**config.mk**
```make
export PLATFORM = sky130hd
export DESIGN_NAME = lru_key_value_cache_flat
export DESIGN_NICKNAME = d
export VERILOG_FILES = /design/src/hdl/lkvc_pkg.sv /design/src/hdl/lkvc_stream_if.sv /design/src/hdl/lkvc_ram.sv /design/src/hdl/lru_key_value_cache.sv /design/src/flat_wrapper.sv
export VERILOG_INCLUDE_DIRS = /design/src /design/src/hdl
export SDC_FILE = /design/constraint.sdc
export NUM_CORES = 1
export LEC_CHECK = 0
export BUFFER_PORTS_ARGS = -buffer_cell sky130_fd_sc_hd__buf_2
export CELL_PAD_IN_SITES_DETAIL_PLACEMENT = 2
export CELL_PAD_IN_SITES_GLOBAL_PLACEMENT = 2
export CORE_UTILIZATION = 31
export CTS_CLUSTER_DIAMETER = 150
export CTS_CLUSTER_SIZE = 8
export DETAILED_ROUTE_END_ITERATION = 8
export PLACE_DENSITY = 0.64
export RECOVER_POWER = 50
export SKIP_LAST_GASP = 1
export SLEW_MARGIN = 25
export SYNTH_ARGS = -nofsm -noshare
export SYNTH_HDL_FRONTEND = slang
export SYNTH_SLANG_ARGS = --single-unit
```
**constraint.sdc**
```tcl
create_clock -name i_clk -period 7.5 [get_ports i_clk]
set_input_delay 2.25 -clock i_clk [delete_from_list [all_inputs] [get_ports i_clk]]
set_output_delay 2.25 -clock i_clk [all_outputs]
set_load 0.01 [all_outputs]
```
**src/hdl/lru_key_value_cache_assert.svh**
```systemverilog
// Assertion macros for the LRU key/value cache.
// Included by the top level; no other dependencies.
`ifndef LRU_KEY_VALUE_CACHE_ASSERT_SVH
`define LRU_KEY_VALUE_CACHE_ASSERT_SVH

`ifndef SYNTHESIS
`define LKVC_ASSERT_IMPL(lbl, clk, rst_n, ante, cons, msg) \
    lbl: assert property (@(posedge clk) disable iff (!rst_n) (ante) |-> (cons)) \
        else $error(msg);
`define LKVC_ASSERT_NEXT(lbl, clk, rst_n, ante, cons, msg) \
    lbl: assert property (@(posedge clk) disable iff (!rst_n) (ante) |=> (cons)) \
        else $error(msg);
`else
`define LKVC_ASSERT_IMPL(lbl, clk, rst_n, ante, cons, msg)
`define LKVC_ASSERT_NEXT(lbl, clk, rst_n, ante, cons, msg)
`endif

`endif

```
**src/hdl/lkvc_pkg.sv**
```systemverilog
// Shared constants and types of the LRU key/value cache.
// No dependencies; compiled first.
`timescale 1ns / 1ps

package lkvc_pkg;

    localparam int MAX_ENTRIES_DEF = 16;
    localparam int KEY_BITS_DEF    = 16;
    localparam int VALUE_BITS_DEF  = 32;

    localparam int CAP_W = 5;
    localparam logic [CAP_W-1:0] CAP_RESET = 5'd16;

    localparam int APB_DATA_W = 32;
    localparam int APB_ADDR_W = 3;

    // register index, taken from paddr[2]
    localparam logic REG_CAPACITY = 1'b0;

    typedef enum logic [2:0] {
        S_IDLE,
        S_SCAN,
        S_DECIDE,
        S_UPDATE,
        S_DONE
    } t_state;

endpackage

```
**src/hdl/lkvc_stream_if.sv**
```systemverilog
// Request and response stream interfaces of the LRU key/value cache.
// Depends on lkvc_pkg for default payload widths.
`timescale 1ns / 1ps

interface lkvc_req_if #(
    parameter int KEY_BITS   = lkvc_pkg::KEY_BITS_DEF,
    parameter int VALUE_BITS = lkvc_pkg::VALUE_BITS_DEF
);
    logic                  valid;
    logic                  ready;
    logic                  action;
    logic [KEY_BITS-1:0]   key;
    logic [VALUE_BITS-1:0] value;

    modport source (output valid, action, key, value, input ready);
    modport sink   (input valid, action, key, value, output ready);
endinterface

interface lkvc_rsp_if #(
    parameter int KEY_BITS   = lkvc_pkg::KEY_BITS_DEF,
    parameter int VALUE_BITS = lkvc_pkg::VALUE_BITS_DEF
);
    logic                  valid;
    logic                  ready;
    logic                  hit;
    logic [VALUE_BITS-1:0] read_value;
    logic                  evicted;
    logic [KEY_BITS-1:0]   evicted_key;

    modport source (output valid, hit, read_value, evicted, evicted_key, input ready);
    modport sink   (input valid, hit, read_value, evicted, evicted_key, output ready);
endinterface

```
**src/hdl/lkvc_ram.sv**
```systemverilog
// Generic simple dual-port RAM: one write port, one read port, registered read.
// No dependencies.
`timescale 1ns / 1ps

module lkvc_ram #(
    parameter int WIDTH = 32,
    parameter int DEPTH = 16,
    parameter int ADDR_W = (DEPTH > 1) ? $clog2(DEPTH) : 1
) (
    input  logic              i_clk,
    input  logic              i_wr_en,
    input  logic [ADDR_W-1:0] i_wr_addr,
    input  logic [WIDTH-1:0]  i_wr_data,
    input  logic              i_rd_en,
    input  logic [ADDR_W-1:0] i_rd_addr,
    output logic [WIDTH-1:0]  o_rd_data
);

    logic [WIDTH-1:0] r_mem [DEPTH];
    logic [WIDTH-1:0] r_rd_data;

    always_ff @(posedge i_clk) begin
        if (i_wr_en) begin
            r_mem[i_wr_addr] <= i_wr_data;
        end
        if (i_rd_en) begin
            r_rd_data <= r_mem[i_rd_addr];
        end
    end

    assign o_rd_data = r_rd_data;

endmodule

```
**src/hdl/lru_key_value_cache.sv**
```systemverilog
// Top level of the LRU key/value cache: control sequencer, entry memory, APB register.
// Depends on lkvc_pkg, lkvc_stream_if, lkvc_ram and lru_key_value_cache_assert.svh.
//
// Usage:
//   i_in carries one word per request: action (0 get, 1 set), key and value.
//   o_out carries one word per request: hit, read_value, evicted, evicted_key.
//   The APB port holds one register, capacity, at byte address 0.
//   Entries live in one memory word each {key, value, rank}; slots 0..fill-1 are
//   in use. A request is taken while the sequencer is idle, even when a previous
//   result still waits in the output register.
//   Steps: the accepted word is scanned against every filled slot, then a
//   decide state picks the target; a get goes on to load its result, while
//   a set first rewrites every filled slot (and the appended slot, if any)
//   in the update pass; with an empty store the scan reads nothing.
//   One pass over the single read port matches the key and finds the least recent
//   entry, and a set runs a second read/modify/write pass to renumber ranks.
//   A stalled receiver holds the result in the output register; the next
//   request is then worked out and waits in the final state until it drains.
//   Reset empties the store (fill count zero) and sets capacity to 16; the
//   entry memory is not cleared and the block is ready right after reset.
`timescale 1ns / 1ps
`include "lru_key_value_cache_assert.svh"

module lru_key_value_cache #(
    parameter int MAX_ENTRIES = lkvc_pkg::MAX_ENTRIES_DEF,
    parameter int KEY_BITS    = lkvc_pkg::KEY_BITS_DEF,
    parameter int VALUE_BITS  = lkvc_pkg::VALUE_BITS_DEF
) (
    input  logic                             i_clk,
    input  logic                             i_rst_n,
    lkvc_req_if.sink                         i_in,
    lkvc_rsp_if.source                       o_out,
    input  logic                             psel,
    input  logic                             penable,
    input  logic                             pwrite,
    input  logic [lkvc_pkg::APB_ADDR_W-1:0]  paddr,
    input  logic [lkvc_pkg::APB_DATA_W-1:0]  pwdata,
    output logic [lkvc_pkg::APB_DATA_W-1:0]  prdata,
    output logic                             pready
);

    import lkvc_pkg::*;

    localparam int IDX_W  = (MAX_ENTRIES > 1) ? $clog2(MAX_ENTRIES) : 1;
    localparam int CNT_W  = $clog2(MAX_ENTRIES + 1);
    localparam int RANK_W = IDX_W;
    localparam int MEM_W  = KEY_BITS + VALUE_BITS + RANK_W;
    localparam int CMP_W  = (CNT_W > CAP_W) ? CNT_W : CAP_W;

    typedef struct packed {
        logic [KEY_BITS-1:0]   key;
        logic [VALUE_BITS-1:0] val;
        logic [RANK_W-1:0]     rank;
    } t_entry;

    t_state r_state;
    t_state n_state;

    logic [CAP_W-1:0]      r_cap;
    logic [CNT_W-1:0]      r_count;

    logic                  r_set;
    logic [KEY_BITS-1:0]   r_key;
    logic [VALUE_BITS-1:0] r_val;

    logic [CNT_W-1:0]      r_idx;
    logic                  r_rd_vld;
    logic [IDX_W-1:0]      r_rd_idx;

    logic                  r_hit;
    logic [IDX_W-1:0]      r_slot;
    logic [RANK_W-1:0]     r_slot_rank;
    logic [VALUE_BITS-1:0] r_hit_val;
    logic [IDX_W-1:0]      r_vic_slot;
    logic [KEY_BITS-1:0]   r_vic_key;

    logic [IDX_W-1:0]      r_tgt;
    logic                  r_inc_all;
    logic                  r_evict;
    logic [CNT_W-1:0]      r_n_upd;

    logic                  r_o_valid;
    logic                  r_o_hit;
    logic [VALUE_BITS-1:0] r_o_read_value;
    logic                  r_o_evicted;
    logic [KEY_BITS-1:0]   r_o_evicted_key;

    logic                  w_accept;
    logic                  w_rd_en;
    logic                  w_wr_en;
    logic                  w_ld_out;
    logic                  w_cfg_wr;
    logic [MEM_W-1:0]      w_rd_data;
    t_entry                w_rd;
    t_entry                w_wb;
    logic [CMP_W-1:0]      w_cap_ext;
    logic [CMP_W-1:0]      w_max_ext;
    logic [CMP_W-1:0]      w_eff_cap;
    logic                  w_full;

    assign w_rd = w_rd_data;

    // effective capacity: zero acts as one, clamp at depth
    assign w_cap_ext = CMP_W'(r_cap);
    assign w_max_ext = CMP_W'(MAX_ENTRIES);
    always_comb begin
        priority if (r_cap == '0) begin
            w_eff_cap = CMP_W'(1);
        end else if (w_cap_ext > w_max_ext) begin
            w_eff_cap = w_max_ext;
        end else begin
            w_eff_cap = w_cap_ext;
        end
    end
    assign w_full = (CMP_W'(r_count) >= w_eff_cap);

    // next state
    always_comb begin
        n_state = r_state;
        unique case (r_state)
            S_IDLE: begin
                if (i_in.valid) n_state = S_SCAN;
            end
            S_SCAN: begin
                if (r_idx == r_count && !r_rd_vld) n_state = S_DECIDE;
            end
            S_DECIDE: begin
                n_state = r_set ? S_UPDATE : S_DONE;
            end
            S_UPDATE: begin
                if (r_idx == r_n_upd && !r_rd_vld) n_state = S_DONE;
            end
            S_DONE: begin
                if (!r_o_valid || o_out.ready) n_state = S_IDLE;
            end
            default: n_state = S_IDLE;
        endcase
    end

    // control outputs
    always_comb begin
        i_in.ready = 1'b0;
        w_rd_en    = 1'b0;
        w_wr_en    = 1'b0;
        w_ld_out   = 1'b0;
        unique case (r_state)
            S_IDLE:   i_in.ready = 1'b1;
            S_SCAN:   w_rd_en = (r_idx < r_count);
            S_DECIDE: ;
            S_UPDATE: begin
                w_rd_en = (r_idx < r_n_upd);
                w_wr_en = r_rd_vld;
            end
            S_DONE:   w_ld_out = !r_o_valid || o_out.ready;
            default:  ;
        endcase
    end

    assign w_accept = i_in.valid && i_in.ready;

    // write-back word: target takes new entry; newer ones age (all on a miss)
    always_comb begin
        w_wb = w_rd;
        if (r_rd_idx == r_tgt) begin
            w_wb.key  = r_key;
            w_wb.val  = r_val;
            w_wb.rank = '0;
        end else if (r_inc_all || w_rd.rank < r_slot_rank) begin
            w_wb.rank = RANK_W'(w_rd.rank + 1'b1);
        end
    end

    lkvc_ram #(
        .WIDTH (MEM_W),
        .DEPTH (MAX_ENTRIES)
    ) u_entry_ram (
        .i_clk     (i_clk),
        .i_wr_en   (w_wr_en),
        .i_wr_addr (r_rd_idx),
        .i_wr_data (w_wb),
        .i_rd_en   (w_rd_en),
        .i_rd_addr (r_idx[IDX_W-1:0]),
        .o_rd_data (w_rd_data)
    );

    // control registers
    always_ff @(posedge i_clk) begin
        if (!i_rst_n) begin
            r_state   <= S_IDLE;
            r_count   <= '0;
            r_rd_vld  <= 1'b0;
            r_o_valid <= 1'b0;
        end else begin
            r_state  <= n_state;
            r_rd_vld <= w_rd_en;
            if (r_state == S_DECIDE && r_set && !r_hit && !w_full) begin
                r_count <= CNT_W'(r_count + 1'b1);
            end
            if (w_ld_out) begin
                r_o_valid <= 1'b1;
            end else if (o_out.ready) begin
                r_o_valid <= 1'b0;
            end
        end
    end

    // sequencer datapath
    always_ff @(posedge i_clk) begin
        if (w_accept) begin
            r_set <= i_in.action;
            r_key <= i_in.key;
            r_val <= i_in.value;
            r_idx <= '0;
            r_hit <= 1'b0;
        end
        if (w_rd_en) begin
            r_idx <= CNT_W'(r_idx + 1'b1);
        end
        r_rd_idx <= r_idx[IDX_W-1:0];
        if (r_state == S_SCAN && r_rd_vld) begin
            if (w_rd.key == r_key) begin
                r_hit       <= 1'b1;
                r_slot      <= r_rd_idx;
                r_slot_rank <= w_rd.rank;
                r_hit_val   <= w_rd.val;
            end
            if (CNT_W'(w_rd.rank) == CNT_W'(r_count - 1'b1)) begin
                r_vic_slot <= r_rd_idx;
                r_vic_key  <= w_rd.key;
            end
        end
        if (r_state == S_DECIDE) begin
            r_idx     <= '0;
            r_inc_all <= !r_hit;
            r_evict   <= r_set && !r_hit && w_full;
            priority if (r_hit) begin
                r_tgt   <= r_slot;
                r_n_upd <= r_count;
            end else if (w_full) begin
                r_tgt   <= r_vic_slot;
                r_n_upd <= r_count;
            end else begin
                r_tgt   <= r_count[IDX_W-1:0];
                r_n_upd <= CNT_W'(r_count + 1'b1);
            end
        end
        if (w_ld_out) begin
            r_o_hit         <= r_hit;
            r_o_read_value  <= (!r_set && r_hit) ? r_hit_val : '0;
            r_o_evicted     <= r_evict;
            r_o_evicted_key <= r_evict ? r_vic_key : '0;
        end
    end

    assign o_out.valid       = r_o_valid;
    assign o_out.hit         = r_o_hit;
    assign o_out.read_value  = r_o_read_value;
    assign o_out.evicted     = r_o_evicted;
    assign o_out.evicted_key = r_o_evicted_key;

    // APB register
    assign pready   = 1'b1;
    assign w_cfg_wr = psel && penable && pwrite && (paddr[2] == REG_CAPACITY);
    assign prdata   = (paddr[2] == REG_CAPACITY) ? APB_DATA_W'(r_cap) : '0;

    always_ff @(posedge i_clk) begin
        if (!i_rst_n) begin
            r_cap <= CAP_RESET;
        end else if (w_cfg_wr) begin
            r_cap <= pwdata[CAP_W-1:0];
        end
    end

    `LKVC_ASSERT_IMPL(a_count_max, i_clk, i_rst_n, 1'b1,
        r_count <= CNT_W'(MAX_ENTRIES), "fill count above depth")
    `LKVC_ASSERT_NEXT(a_accept_scan, i_clk, i_rst_n, i_in.valid && i_in.ready,
        r_state == S_SCAN, "accepted word did not start a scan")
    `LKVC_ASSERT_NEXT(a_load_out, i_clk, i_rst_n,
        r_state == S_DONE && (!o_out.valid || o_out.ready),
        o_out.valid && r_state == S_IDLE, "result not loaded")
    `LKVC_ASSERT_IMPL(a_wb_range, i_clk, i_rst_n, r_state == S_UPDATE && r_rd_vld,
        CNT_W'(r_rd_idx) < r_n_upd, "write-back outside pass")

endmodule
```
**src/flat_wrapper.sv**
```systemverilog
// flat-port wrapper written by rule: the top's interface ports become plain ports
module lru_key_value_cache_flat import lkvc_pkg::*;
#(
    parameter int MAX_ENTRIES = lkvc_pkg::MAX_ENTRIES_DEF,
    parameter int KEY_BITS    = lkvc_pkg::KEY_BITS_DEF,
    parameter int VALUE_BITS  = lkvc_pkg::VALUE_BITS_DEF
)
  (i_clk, i_rst_n, psel, penable, pwrite, paddr, pwdata, prdata, pready, i_in_valid, i_in_action, i_in_key, i_in_value, i_in_ready, o_out_valid, o_out_hit, o_out_read_value, o_out_evicted, o_out_evicted_key, o_out_ready);
  lkvc_req_if #(.KEY_BITS(KEY_BITS), .VALUE_BITS(VALUE_BITS)) i_in_i ();
  lkvc_rsp_if #(.KEY_BITS(KEY_BITS), .VALUE_BITS(VALUE_BITS)) o_out_i ();
  input  logic i_clk;
  input  logic i_rst_n;
  input  logic psel;
  input  logic penable;
  input  logic pwrite;
  input  logic [lkvc_pkg::APB_ADDR_W-1:0] paddr;
  input  logic [lkvc_pkg::APB_DATA_W-1:0] pwdata;
  output logic [lkvc_pkg::APB_DATA_W-1:0] prdata;
  output logic pready;
  input wire logic [$bits(i_in_i.valid)-1:0] i_in_valid;
  input wire logic [$bits(i_in_i.action)-1:0] i_in_action;
  input wire logic [$bits(i_in_i.key)-1:0] i_in_key;
  input wire logic [$bits(i_in_i.value)-1:0] i_in_value;
  output wire logic [$bits(i_in_i.ready)-1:0] i_in_ready;
  output wire logic [$bits(o_out_i.valid)-1:0] o_out_valid;
  output wire logic [$bits(o_out_i.hit)-1:0] o_out_hit;
  output wire logic [$bits(o_out_i.read_value)-1:0] o_out_read_value;
  output wire logic [$bits(o_out_i.evicted)-1:0] o_out_evicted;
  output wire logic [$bits(o_out_i.evicted_key)-1:0] o_out_evicted_key;
  input wire logic [$bits(o_out_i.ready)-1:0] o_out_ready;
  assign i_in_i.valid = i_in_valid;
  assign i_in_i.action = i_in_action;
  assign i_in_i.key = i_in_key;
  assign i_in_i.value = i_in_value;
  assign i_in_ready = i_in_i.ready;
  assign o_out_valid = o_out_i.valid;
  assign o_out_hit = o_out_i.hit;
  assign o_out_read_value = o_out_i.read_value;
  assign o_out_evicted = o_out_i.evicted;
  assign o_out_evicted_key = o_out_i.evicted_key;
  assign o_out_i.ready = o_out_ready;
  lru_key_value_cache #(.MAX_ENTRIES(MAX_ENTRIES), .KEY_BITS(KEY_BITS), .VALUE_BITS(VALUE_BITS)) u_core (.i_clk(i_clk), .i_rst_n(i_rst_n), .i_in(i_in_i), .o_out(o_out_i), .psel(psel), .penable(penable), .pwrite(pwrite), .paddr(paddr), .pwdata(pwdata), .prdata(prdata), .pready(pready));
endmodule
```
# Word level (Yosys, flattened, before mapping)
# Memories as Yosys holds them, arrays and structs flattened. A register that Yosys moved wholly into a read port is not among the register bits.
# Cells that the tools add are included.
# totals
ff_bits,195
inputBits,91
elab_cells,104
mem_count,1
mem_bits_rw,832
out_inout_bits,85
# memory_table
memory,depth,width,rd,rd_ports_with_merged_regs,wr,line_no,source
u_core.u_entry_ram.r_mem,16,52,1,1,1,lkvc_ram.sv:19,logic [WIDTH-1:0] r_mem [DEPTH];
# op_classes
n_eq_ne,13
addsub,4
n_reduce_logical,27
n_mux,29
n_bitwise,1
n_lt_le_gt_ge,5
# ops
cell,n
$mux W48,1
$mux W5,7
$eq A16 B16 Y1,1
$mux W4,4
$mux W3,5
$pmux W3 S5,1
$logic_and A1 B1 Y1,13
$add A5 B1 Y5 const B,2
$eq A5 B5 Y1,2
$lt A5 B5 Y1,2
$mux W1,10
$eq A3 B2 Y1 const B,2
$ne A2 B1 Y1 const B,3
$eq A4 B5 Y1,1
$ge A5 B5 Y1,1
$gt A5 B5 Y1 const B,1
$logic_not A1 Y1,5
$logic_not A5 Y1,1
$sub A5 B1 Y5 const B,1
$add A4 B1 Y4 const B,1
$eq A4 B4 Y1,1
$lt A4 B4 Y1,1
$reduce_and A2 Y1,2
$reduce_and A4 Y1,1
8 further kinds,10

# Logic depth before layout (Yosys ltp)
# logic_depth
depth_word,6
ltp_mapped,11
mapped_depth_nobuf,9

# Hierarchy
# Synthesis repeated with hierarchy kept, for this count alone.
# unflattened
hier_cells,1916
hier_area_um2,41177.0
# modules_own_cells
mod,cells_each,n_inst,area_per_inst_um2,seq_area_each_um2
lkvc_ram,1344,1,32736.4,26545.5
lru_key_value_cache,572,1,8440.6,5605.4

# Worst setup path before layout
# No wires, ideal clock.
# synth_timing
kind,reg2reg
from,register u_core.r_state[0]
to,"memory u_core.u_entry_ram.r_mem[0][0] (netlist bit), enable pin"
arrival_time_ns,4.675
period_less_slack_ns,5.201
slack_ns,2.299
path_stages_with_launch,5
setup_time_ns,0.526
required_ns,6.974
path_buffers,0
path_cell_list,dfxtp_1 -> nor2b_1 -> nand3_1 -> or3_1 -> nor3_1
# synth_between
elab_chain_len,4
# synth_lines
element,line_no,source
from (decl),lru_key_value_cache.sv:56,t_state r_state;
from (signal assigned),lru_key_value_cache.sv:194,r_state <= n_state;
$eq A3 B2 Y1,lru_key_value_cache.sv:146,unique case (r_state)
$mux W1,lru_key_value_cache.sv:146,
$mux W1,lkvc_ram.sv:23,if (i_wr_en) begin
$mux W1 (implied by the code),lkvc_ram.sv:24,r_mem[i_wr_addr] <= i_wr_data;
to (decl),lkvc_ram.sv:19,
# Every way passes these cells.

# Worst setup path after layout
# layout_timing
from,register u_core.r_idx[2]
to,"register u_core.u_entry_ram.r_rd_data[16] (netlist: u_core.u_entry_ram.o_rd_data[16]) (read register of u_core.u_entry_ram.r_mem), data pin"
# layout_between
elab_chain_len,2
word_cells_on_any_way,3
classes_between,2 x order compare; 1 x mux
# layout_lines
element,line_no,source
from (decl),lru_key_value_cache.sv:66,logic [CNT_W-1:0] r_idx;
from (signal assigned),lru_key_value_cache.sv:217,r_idx <= CNT_W'(r_idx + 1'b1);
$lt A5 B5 Y1 (on tied branches),"lru_key_value_cache.sv:151, lru_key_value_cache.sv:148",
$pmux W1 S2,lru_key_value_cache.sv:146,
to (decl),lkvc_ram.sv:20,logic [WIDTH-1:0] r_rd_data;
# Several ways; a longest one is shown, not always the timed one.
# A chain may end at the register's enable or synchronous reset.

==> impl_metrics.py <==
metrics = {
    "layout": {
        "area_growth_syn_to_layout_pct": 15.73,
        "antenna_cells": 0,
        "fin_area_sq_um": 47790,
        "drive_gt1_share_pct": 27.63,
        "layout.cells.non_filler": 3829,
        "nNetsFinal": 2155,
    },
    "power": {
        "power_density_nw_per_um2": 285.7,
        "p_leak_uw": 0.01477,
        "irDropWorstVdd_mv": 0.2345,
        "power_uw": 13660,
    },
    "worst_setup_path": {
        "cp_max_fo": 31,
        "crit_cells": 3,
        "path_buf_inv": 2,
        "cp_slowest_stage_delay_ns": 2.37,
        "criticalPathCategory": "reg -> reg",
        "reg2regPathDepth": 3,
        "cpMaxStageDelayCell": "clkbuf_1",
        "critPathRequiredTime_ns": 8.09,
        "worst-endpoint-arrival_ns": 6.22,
        "cpMostUsedCell": "clkbuf_1",
        "cp-start-kind": "flop",
        "crit_family": "buffers and inverters",
        "crit_path_end_kind": "flop",
        "worstPathCellList": "clkbuf_1 > clkbuf_1 > mux4_2",
    },
    "global_route": {
        "gr-total-overflow": 0,
        "grt_max_degree": 106,
        "antenna_found_initial": 6,
        "grt_pass1_wl_mm": 156.7,
        "gr-usage-met1_pct": 20.96,
        "met2_usage_pct": 27.88,
        "grtUsageTotal_pct": 16.25,
        "grt_pass1_vias": 21390,
        "busiest_layer": "met2",
        "grt_use_met3_pct": 3.114,
    },
    "clock_network": {
        "cts_num_sinks": 1079,
        "postCtsSetupBuffers": 0,
        "clk_latency_ns": 0.75,
        "clk_pin_slew_ns": 0.06,
        "cts_buffer_depth": 3,
        "cts_made_buffers": 152,
        "cts_tree": "built",
        "ctsHoldBuffers": 0,
        "cts_root_buf": "clkbuf_16",
        "htree_levels": 4,
        "cts_resized": 0,
    },
    "die": {
        "rows": 133,
        "start_util_pct": 31.33,
        "core_sq_um": 131800,
        "die_h_um": 367.0,
        "dieArea_sq_um": 134700,
        "ioPinCount": 176,
        "die_x_um": 367.0,
    },
    "route": {
        "vias": 19100,
        "drt_first_pass_iters": 5,
        "wl_per_cell_um": 28.64,
        "drt_iter0_markers": 1418,
        "drc_errors": 0,
        "viasPerCell": 4.988,
        "drtAntennaViolNets": 0,
        "totalWireLength_mm": 109.7,
    },
    "sta": {
        "rsz0062_at_grt": "false",
        "setup_tns_ns": 0,
        "fin_crit_ns": 5.638,
        "setup_viol": 0,
        "max_freq_ghz": 0.1774,
        "fin_skew_ns": 0.02813,
        "slew_headroom_pct": -157.8,
        "worstMarginPinSlew_ns": 3.866,
        "timing_hold_violations_final": 0,
        "period_share_pct": 75.17,
        "drv_slew": 635,
    },
    "run_status": {
        "status": "complete, but fails checks",
        "violations": "max-capacitance violations, max-slew violations",
    },
    "job": {
        "maxCapViolations": 28,
    },
    "placement": {
        "gp_congestion": 0.7182,
        "dp_hpwl_mm": 58.40,
        "io_buffer_count": 118,
        "dp.cells": 3641,
        "placedInstanceArea_sq_um": 43940,
    },
    "worst_hold_path": {
        "hold_depth": 0,
        "hp-class": "reg -> reg",
    },
    "logic_synthesis": {
        "yosysMostFrequentCell": "edfxtp_1",
        "synth_cells": 1811,
        "synth_top_area_share_pct": 76.64,
        "synth_edf_count": 1054,
        "yosysTopAreaCell": "edfxtp_1",
        "syn_area_sq_um": 41300,
        "synth_commonest_cells": "1054 x edfxtp_1, 260 x mux4_2, 50 x and2_1",
        "ys_ff_latch": 1079,
        "synth_area_per_cell_sq_um": 22.80,
        "ys.flop_type": "edfxtp_1",
        "ys_warn_count": 0,
        "synth_async_sr_flop_share_pct": 0,
        "ys_types": 55,
        "synthTopCellsByArea": "edfxtp_1 77%, mux4_2 14%, dfxtp_1 1.2%",
        "ys_seq_area_share_pct": 77.85,
    },
}
[path summary, 6_finish.rpt]
| check | startpoint | to | slack, ns |
|---|---|---|---|
| max reg2reg | u_core.r_idx[2] | u_core.u_entry_ram.o_rd_data[16] | 1.86 |
| max | u_core.r_idx[2] | u_core.u_entry_ram.o_rd_data[16] | 1.86 |
| min | u_core.u_entry_ram.o_rd_data[5] | u_core.r_hit_val[1] | 0.43 |
| min reg2reg | u_core.u_entry_ram.o_rd_data[5] | u_core.r_hit_val[1] | 0.43 |
[logic make-up after synthesis]
family                   synth area share, %
AO/OA/AOI/OAI                         0.9908
other                                0.01819
multiplexers                           15.66
XOR/XNOR                              0.6150
AND/OR/NAND/NOR                        2.333
adder cells (fa/ha/maj)               0.6666
buffers and inverters                  1.857
flip-flops                             77.85
[through the flow]
step | hold slack [ns] | utilization, % | setup slack (ns)
final | 0.4348 | 36.26 | 1.862
after global routing | 0.4365 | 36.26 | 1.487
after CTS | 0.4339 | 36.44 | 2.531
after detailed placement | 0.4380 | 33.34 | 2.530
after global placement | 0.4343 | 33.34 | 2.598
after floorplan | 0.3540 | - | 2.299
[state kept, by name, indices dropped and copies added, names as in the netlist, 3 cells and up]
name / flops
u_core.o_out.evicted_key: 16
u_core.o_out.read_value: 32
u_core.r_cap: 5
u_core.r_count: 5
u_core.r_hit_val: 32
u_core.r_idx: 5
u_core.r_key: 16
u_core.r_n_upd: 5
u_core.r_rd_idx: 4
u_core.r_slot: 4
u_core.r_slot_rank: 4
u_core.r_state: 3
u_core.r_tgt: 4
u_core.r_val: 32
u_core.r_vic_key: 16
u_core.r_vic_slot: 4
u_core.u_entry_ram.o_rd_data: 52
u_core.u_entry_ram.r_mem: 832
[layer usage]
layer,part of all wire (%),vias up
li1,-,7902
met1,42,10500
met2,51,542
met3,4.8,147
met4,1.9,4
met5,0.022,-
[cell type report]
type                    instances  area [sq um]
fillers                     12630         84000
inverters                      20         75.07
flip-flops and latches       1079         32160
clock buffers                 177          3983
clock inverters                 9         101.3
well taps                    1755          2196
repair buffers                158         825.8
multi-input cells             631          8453
[report_power, final]
| group | total (uW) | internal, uW | switching (uW) |
|---|---|---|---|
| Sequential | 6820 | 6740 | 82.4 |
| Clock | 6110 | 3680 | 2430 |
| Combinational | 730 | 342 | 388 |
| Total | 13700 | 10800 | 2900 |
[cell usage in the layout (no fill, tap or decap), types with 8 or more instances in the layout]
cell / count
buf_4: 20
nor2_1: 39
ha_1: 22
conb_1: 28
a21oi_1: 14
nand2_1: 23
clkbuf_16: 156
buf_2: 106
inv_1: 20
and2_1: 8
and2_0: 42
nor3_1: 14
xor2_1: 11
dfxtp_1: 22
xnor2_1: 18
clkbuf_1: 50
mux2_1: 43
nand3_1: 10
mux4_2: 260
o21ai_0: 13
nor2b_1: 9
edfxtp_1: 1054
No activity file was read; power rests on OpenSTA's default activity.
